File: config.mk
export PLATFORM = sky130hd
export DESIGN_NAME = sact_ctrl
export DESIGN_NICKNAME = d
export VERILOG_FILES = /design/src/rtl/sact_pkg.sv /design/src/rtl/sact_ctrl.sv
export SDC_FILE = /design/constraint.sdc
export NUM_CORES = 1
export LEC_CHECK = 0
export BUFFER_PORTS_ARGS = -buffer_cell sky130_fd_sc_hd__buf_2
export CORE_AREA = 2 2 39 41
export CTS_CLUSTER_DIAMETER = 200
export DETAILED_ROUTE_END_ITERATION = 10
export DIE_AREA = 0 0 41 43
export MAX_ROUTING_LAYER = met4
export PLACE_DENSITY = 0.4
export SYNTH_ARGS = -nofsm -noshare
export SYNTH_HDL_FRONTEND = slang
export SYNTH_SLANG_ARGS = --single-unit
File: constraint.sdc
create_clock -name clk -period 1.9 [get_ports clk]
set_input_delay 0.38 -clock clk [delete_from_list [all_inputs] [get_ports clk]]
set_output_delay 0.38 -clock clk [all_outputs]
set_load 0.01 [all_outputs]
File: src/rtl/sact_pkg.sv
`timescale 1ns / 1ps
// ----------------------------------------------------------------------------
// sact_pkg
// shared types, constants and codes for the cache tag and policy block
// ----------------------------------------------------------------------------
package sact_pkg;

    localparam int MAX_SETS_DEF = 256;
    localparam int MAX_WAYS_DEF = 8;
    localparam int MEM_COST     = 100;

    typedef enum logic [2:0]
    {
        CFG_SET_BITS  = 3'd0,
        CFG_OFF_BITS  = 3'd1,
        CFG_WAYS      = 3'd2,
        CFG_WALLOC    = 3'd3,
        CFG_WTHRU     = 3'd4,
        CFG_FIFO      = 3'd5
    } cfg_idx_t;

    typedef enum logic [1:0]
    {
        ST_IDLE,
        ST_CLEAR,
        ST_LOOK,
        ST_OUT
    } sact_state_t;

    typedef struct packed
    {
        logic        op;
        logic [31:0] address;
    } req_t;

    typedef struct packed
    {
        logic        hit;
        logic        dirty_evicted;
        logic [17:0] cycles_added;
    } rsp_t;

    typedef struct packed
    {
        logic clr_start;
        logic clr_step;
        logic capture;
        logic read;
        logic update;
    } sact_cmd_t;

    typedef struct packed
    {
        logic clr_done;
    } sact_sts_t;

endpackage

File: src/rtl/sact_ctrl.sv
`timescale 1ns / 1ps
// ----------------------------------------------------------------------------
// sact_ctrl
// access sequencer: clearing pass, lookup, update and result hand-off
// ----------------------------------------------------------------------------
module sact_ctrl
(
    input  logic                clk,
    input  logic                rst_n,
    input  logic                in_valid,
    output logic                in_ready,
    output logic                out_valid,
    input  logic                out_ready,
    output sact_pkg::sact_cmd_t cmd,
    input  sact_pkg::sact_sts_t sts
);
    import sact_pkg::*;

    sact_state_t state_reg;
    sact_state_t state_next;
    logic        clr_begun_reg;

    always_ff @(posedge clk or negedge rst_n)
    begin
        if (!rst_n)
        begin
            state_reg     <= ST_CLEAR;
            clr_begun_reg <= 1'b0;
        end
        else
        begin
            state_reg     <= state_next;
            clr_begun_reg <= 1'b1;
        end
    end

    always_comb
    begin
        state_next = state_reg;
        cmd        = '0;
        in_ready   = 1'b0;
        out_valid  = 1'b0;
        unique case (state_reg)
            ST_CLEAR:
            begin
                cmd.clr_start = !clr_begun_reg;
                cmd.clr_step  = clr_begun_reg;
                if (clr_begun_reg && sts.clr_done)
                begin
                    state_next = ST_IDLE;
                end
            end
            ST_IDLE:
            begin
                in_ready = 1'b1;
                if (in_valid)
                begin
                    cmd.capture = 1'b1;
                    cmd.read    = 1'b1;
                    state_next  = ST_LOOK;
                end
            end
            ST_LOOK:
            begin
                cmd.update = 1'b1;
                state_next = ST_OUT;
            end
            ST_OUT:
            begin
                out_valid = 1'b1;
                in_ready  = out_ready;
                if (out_ready)
                begin
                    if (in_valid)
                    begin
                        cmd.capture = 1'b1;
                        cmd.read    = 1'b1;
                        state_next  = ST_LOOK;
                    end
                    else
                    begin
                        state_next = ST_IDLE;
                    end
                end
            end
            default:
            begin
                state_next = ST_IDLE;
            end
        endcase
    end

endmodule

==> flow_summary_export.csv, run 1 <==
group,metric,value,unit
clock_tree,htreeDepth,1,
flow_run,maxCapViolations,0,
drt,vias_per_cell,4.38,
final_layout,final-seq-area,76.3,um^2
sta,drv_slew,0,
grt,grt_pass1_vias,244,
synthesis,synthDistinctLibCells,18,
final_layout,fin_cells,58,
synthesis,avgSynthCellArea,10.0,um^2
final_layout,num-fill-cells,154,
drt,wirelength,600,um
hold_path,worstHoldPathType,"in -> async",
run_status,outcome,"completed",
grt,gr-total-overflow,0,
synthesis,synth-xor-area-share,0,
final_layout,multiInputGateArea,201,um^2
worst_setup_path,cp_max_fo,3,
clock_tree,cts_made_buffers,3,
clock_tree,clkSinkCount,3,
synthesis,ys_warn_count,0,
pwr,p_leak,0.201,nW
drt,drt_iter0_markers,2,
worst_setup_path,crit_family,"flip-flops",
synthesis,yosys.area.top_type_share,0.231,
drt,num_vias,254,
worst_setup_path,worstReg2RegStart,"state_reg[0]",
worst_setup_path,worst_ep_arrival_time,1.44,ns
sta,hold_violations,0,
final_layout,antennaDiodeCount,0,
synthesis,yosys.area.top_type,"ha_1",
final_layout,final_area,408,um^2
final_layout,final_common_cell,"buf_2",
worst_setup_path,crit_type,"reg -> out",
pwr,total_power,660,uW
place,dp_cells,52,
synthesis,synth_top_family_by_area,"adder cells",
sta,layout_min_cycle_time,1.82,ns
worst_setup_path,cp-end-kind,"output pin",
worst_setup_path,cp_slowest_stage_delay,0.54,ns
floorplanning,dieArea,1760,um^2
pwr,p_per_area,1620,nW/um^2
worst_setup_path,crit_chain,"inv_1 > ha_4 > nor3b_2 > buf_2",
synthesis,netlist_area,270,um^2
synthesis,synthTopCellsByArea,"ha_1, dfrtp_1, dfstp_2, a21oi_1, buf_4",
synthesis,yosys.area_share.adder,0.231,
synthesis,synthCells,27,
sta,clock.fmax,0.549,GHz
clock_tree,cts-root-buf,"clkbuf_4",
grt,grt_max_degree,7,
synthesis,yosys_register_bits,3,
grt,grt_use_total,0.0805,
floorplanning,row_count,14,
worst_setup_path,critPathLaunchType,"flop",
sta,clock_skew,0.000636,ns
place,dpl.hpwl,473,um
clock_tree,insertion_delay,0.22,ns
synthesis,synth-simple-area-share,0.185,
clock_tree,clockBufferDepth,2,
drt,ant_nets,0,
floorplanning,fp.coreArea,1380,um^2
worst_setup_path,rrSetupSlack,0.30,ns
clock_tree,cts.clk_slew.worst_paths,0.03,ns
clock_tree,cts_tree,"done",
final_layout,layout.nets,53,
sta,setup_viol,0,
floorplanning,initial_core_util,0.195,
worst_setup_path,r2r-end,"state_reg[0]",
floorplanning,ios,12,
sta,setup_tns,0,ns
synthesis,syn_nets,37,
grt,grt_first_pass_wirelength,924,um
final_layout,largest_reg_flops,2,
synthesis,synthMuxAreaShare,0.0556,
drt,drcViolationCount,0,
worst_setup_path,worstPathBufferInverterCount,2,
floorplanning,die_h,43,um
drt,drt_pass1_iterations,2,
sta,rsz0062_at_grt,"no",
place,gp_congestion,0.784,
place,port_buffers,11,
synthesis,yosysSeqAreaShare,0.282,
final_layout,drive_above_1_share,0.524,
final_layout,mostFrequentLayoutCells,"buf_2, a21oi_1, ha_1, clkbuf_4",
floorplanning,die_x,41,um
grt,antenna_found_initial,0,
pwr,peakVddDrop,0.389,mV
synthesis,synth_compound_area_frac,0.148,
final_layout,area_growth,50.9,%
sta,finalCritPeriodShare,0.958,
worst_setup_path,critPathSlowestCell,"dfstp_2",
worst_setup_path,r2r_cells,5,
place,place_area,330,um^2
drt,wl_per_cell,10.3,um
worst_setup_path,required,1.52,ns
## repair_timing
action                     in CTS  in global routing
hold endpoints to repair        2                  0
setup buffers                   1                  0
pin swaps                       0                  1
hold buffers                    1                  0
resized for setup               1                  4
setup endpoints to repair       2                  2
## layout make-up
type / instances / area share
Inverter: 2 / 0.0184
Tap cell: 16 / 0.0491
Sequential cell: 3 / 0.187
Clock buffer: 4 / 0.0644
Timing Repair Buffer: 13 / 0.187
Multi-Input combinational cell: 20 / 0.494
## per-layer routing
| layer | global-route usage | up-vias | wire (um) |
|---|---|---|---|
| met5 | - | - | 0 |
| met4 | 0.0600 | 0 | 0 |
| met1 | 0.0877 | 130 | 243 |
| met2 | 0.122 | 4 | 334 |
| li1 | - | 120 | - |
| met3 | 0.0157 | 0 | 22 |
## worst max path at each step
stage	from	to	slack (ns)	depth (start not counted)
2_1_floorplan	state_reg[0]	cmd[2]	0.02	4
3_3_place_gp	state_reg[0]	cmd[2]	0.18	4
3_5_place_dp	state_reg[0]	cmd[2]	0.14	4
4_1_cts	state_reg[0]	cmd[2]	0.008	4
5_1_grt	state_reg[0]	cmd[2]	0.007	4
6_report	state_reg[0]	cmd[2]	0.08	4
## worst reg2reg max path, delay by kind of cell, from the launching register on
family / cells / cell delay, ns
DFF: 1 / 0.54
muxes: 1 / 0.29
AOI/OAI and AO/OA: 1 / 0.22
and+or+nand+nor: 1 / 0.19
adders and majority gates: 1 / 0.16
buffers and inverters: 1 / 0.12
## synth_stat cells
cell type  number
a21bo_1         1
a21oi_1         3
a31oi_1         1
a41oi_1         1
and2_2          1
and3_4          1
buf_4           2
conb_1          1
dfrtp_1         2
dfstp_2         1
ha_1            5
inv_1           2
mux2_4          1
nand2b_1        1
nor2_1          1
nor2b_1         1
nor3b_1         1
or2b_1          1
## logic make-up (layout without fill, tap and decap cells)
| family | count (synthesis) | in the layout |
|---|---|---|
| buffers and inverters | 4 | 19 |
| AND/OR/NAND/NOR | 7 | 7 |
| flip-flops | 3 | 3 |
| other | 1 | 1 |
| adder cells (fa/ha/maj) | 5 | 5 |
| AO/OA/AOI/OAI | 6 | 6 |
| multiplexers | 1 | 1 |
## through the flow
step	utilization	worst slack, ns	hold slack [ns]
floorplan	-	0.0209	0.0844
global placement	0.239	0.178	0.175
detailed placement	0.239	0.135	0.176
CTS	0.274	0.00827	0.482
global route	0.295	0.00677	0.507
finish	0.295	0.0794	0.476
## power by group
group / internal, mW / switching [mW]
Clock: 0.0784 / 0.0281
Sequential: 0.0963 / 0.0338
Combinational: 0.222 / 0.201
Total: 0.396 / 0.263
No activity file was read; power rests on OpenSTA's default activity.
==> run 2: changes to the inputs <==
--- a/config.mk
+++ b/config.mk
@@ -12,6 +12,7 @@
 export DIE_AREA = 0 0 41 43
 export MAX_ROUTING_LAYER = met4
 export PLACE_DENSITY = 0.4
+export RECOVER_POWER = 100
 export SYNTH_ARGS = -nofsm -noshare
 export SYNTH_HDL_FRONTEND = slang
 export SYNTH_SLANG_ARGS = --single-unit
==> flow_summary_export.csv, run 2 (same netlist as run 1, synthesis figures left out) <==
group,metric,value,unit
run_status,outcome,"completed",
worst_setup_path,critPathLaunchType,"flop",
floorplanning,row_count,14,
worst_setup_path,required,1.52,ns
sta,rsz0062_at_grt,"no",
clock_tree,cts_made_buffers,3,
final_layout,num-fill-cells,158,
worst_setup_path,cp_max_fo,3,
clock_tree,insertion_delay,0.22,ns
pwr,p_leak,0.182,nW
worst_setup_path,worstPathBufferInverterCount,2,
worst_setup_path,rrSetupSlack,0.28,ns
floorplanning,die_h,43,um
sta,clock_skew,0.000999,ns
sta,drv_slew,0,
place,gp_congestion,0.784,
place,port_buffers,11,
sta,setup_tns,0,ns
clock_tree,cts_tree,"done",
flow_run,maxCapViolations,0,
clock_tree,htreeDepth,1,
grt,gr-total-overflow,0,
place,dpl.hpwl,473,um
grt,antenna_found_initial,0,
sta,clock.fmax,0.548,GHz
worst_setup_path,r2r-end,"state_reg[0]",
clock_tree,cts.clk_slew.worst_paths,0.03,ns
final_layout,antennaDiodeCount,0,
sta,finalCritPeriodShare,0.960,
worst_setup_path,crit_family,"flip-flops",
worst_setup_path,crit_chain,"inv_1 > ha_4 > nor3b_2 > buf_2",
drt,drt_iter0_markers,3,
pwr,p_per_area,1610,nW/um^2
sta,setup_viol,0,
grt,grt_pass1_vias,244,
final_layout,final-seq-area,76.3,um^2
worst_setup_path,critPathSlowestCell,"dfstp_2",
sta,hold-worst-slack,0.487,ns
floorplanning,initial_core_util,0.195,
final_layout,largest_reg_flops,2,
final_layout,mostFrequentLayoutCells,"clkbuf_1, buf_2, a21oi_1, ha_1, clkbuf_4",
grt,grt_max_degree,7,
clock_tree,clockBufferDepth,2,
drt,wl_per_cell,10.4,um
worst_setup_path,cp-end-kind,"output pin",
sta,worst_slack,0.0759,ns
floorplanning,dieArea,1760,um^2
worst_setup_path,worstReg2RegStart,"state_reg[0]",
drt,vias_per_cell,4.29,
sta,hold_violations,0,
grt,grt_use_total,0.0805,
worst_setup_path,crit_type,"reg -> out",
drt,ant_nets,0,
final_layout,layout.nets,53,
drt,num_vias,249,
pwr,peakVddDrop,0.384,mV
final_layout,multiInputGateArea,196,um^2
worst_setup_path,r2r_cells,5,
grt,grt_first_pass_wirelength,924,um
clock_tree,clkSinkCount,3,
worst_setup_path,cp_slowest_stage_delay,0.54,ns
drt,wirelength,603,um
pwr,total_power,638,uW
floorplanning,fp.coreArea,1380,um^2
final_layout,drive_above_1_share,0.381,
place,post-place-ws,0.135,ns
clock_tree,cts-root-buf,"clkbuf_4",
drt,drt_pass1_iterations,3,
floorplanning,ios,12,
sta,layout_min_cycle_time,1.82,ns
drt,drcViolationCount,0,
floorplanning,die_x,41,um
worst_setup_path,worst_ep_arrival_time,1.44,ns
final_layout,area_growth,46.8,%
hold_path,worstHoldPathType,"in -> async",
run 2: cell count changes in the layout (fill, tap and decap cells not counted):
| cell | delta |
|---|---|
| and3_1 | +1 |
| buf_2 | -5 |
| clkbuf_1 | +5 |
| and3_4 | -1 |
run 2: layout make-up:
cell class,count,share of cell area
inverters,2,0.0189
repair buffers,13,0.177
clock buffers,4,0.0662
multi-input cells,20,0.495
flip-flops and latches,3,0.192
well taps,16,0.0505
run 2: through the flow:
step,instance area [um^2],std cells,util
after floorplan,270,27,-
after global placement,330,52,0.239
after detailed placement,330,52,0.239
after CTS,379,58,0.274
after global routing,397,58,0.287
final,397,58,0.287
run 2: layer usage:
layer,vias to the layer above,global-route usage,wire [um]
met5,-,-,0
met4,0,0.0600,0
met3,0,0.0157,23
met2,4,0.122,330
met1,125,0.0877,249
li1,120,-,-
run 2: worst max path at each step:
stage	from	endpoint	slack (ns)	depth (start not counted)
finish	state_reg[0]	cmd[2]	0.08	4
global route	state_reg[0]	cmd[2]	0.007	4
CTS	state_reg[0]	cmd[2]	0.008	4
detailed placement	state_reg[0]	cmd[2]	0.14	4
global placement	state_reg[0]	cmd[2]	0.18	4
floorplan	state_reg[0]	cmd[2]	0.02	4
run 2: what timing repair did:
item	4_1_cts	5_1_grt
gates resized for setup	1	4
pin swaps	0	1
hold buffers	1	0
setup endpoints to repair	2	2
endpoints found under the hold margin	2	0
buffers inserted	1	0
gates cloned	0	0
run 2: report_power, final:
| group | internal [mW] | leakage, nW | switching, mW |
|---|---|---|---|
| combinational | 0.200 | 0.133 | 0.201 |
| clock | 0.0784 | 0.0150 | 0.0283 |
| sequential | 0.0963 | 0.0333 | 0.0334 |
| total | 0.375 | 0.182 | 0.263 |
run 2: worst reg2reg max path: cells and delay by family (launching register included):
kind            cells  cell delay [ns]
fa+ha+maj           1             0.16
mux                 1             0.30
compound gates      1             0.22
buf+inv             1             0.12
flops               1             0.54
simple gates        1             0.21
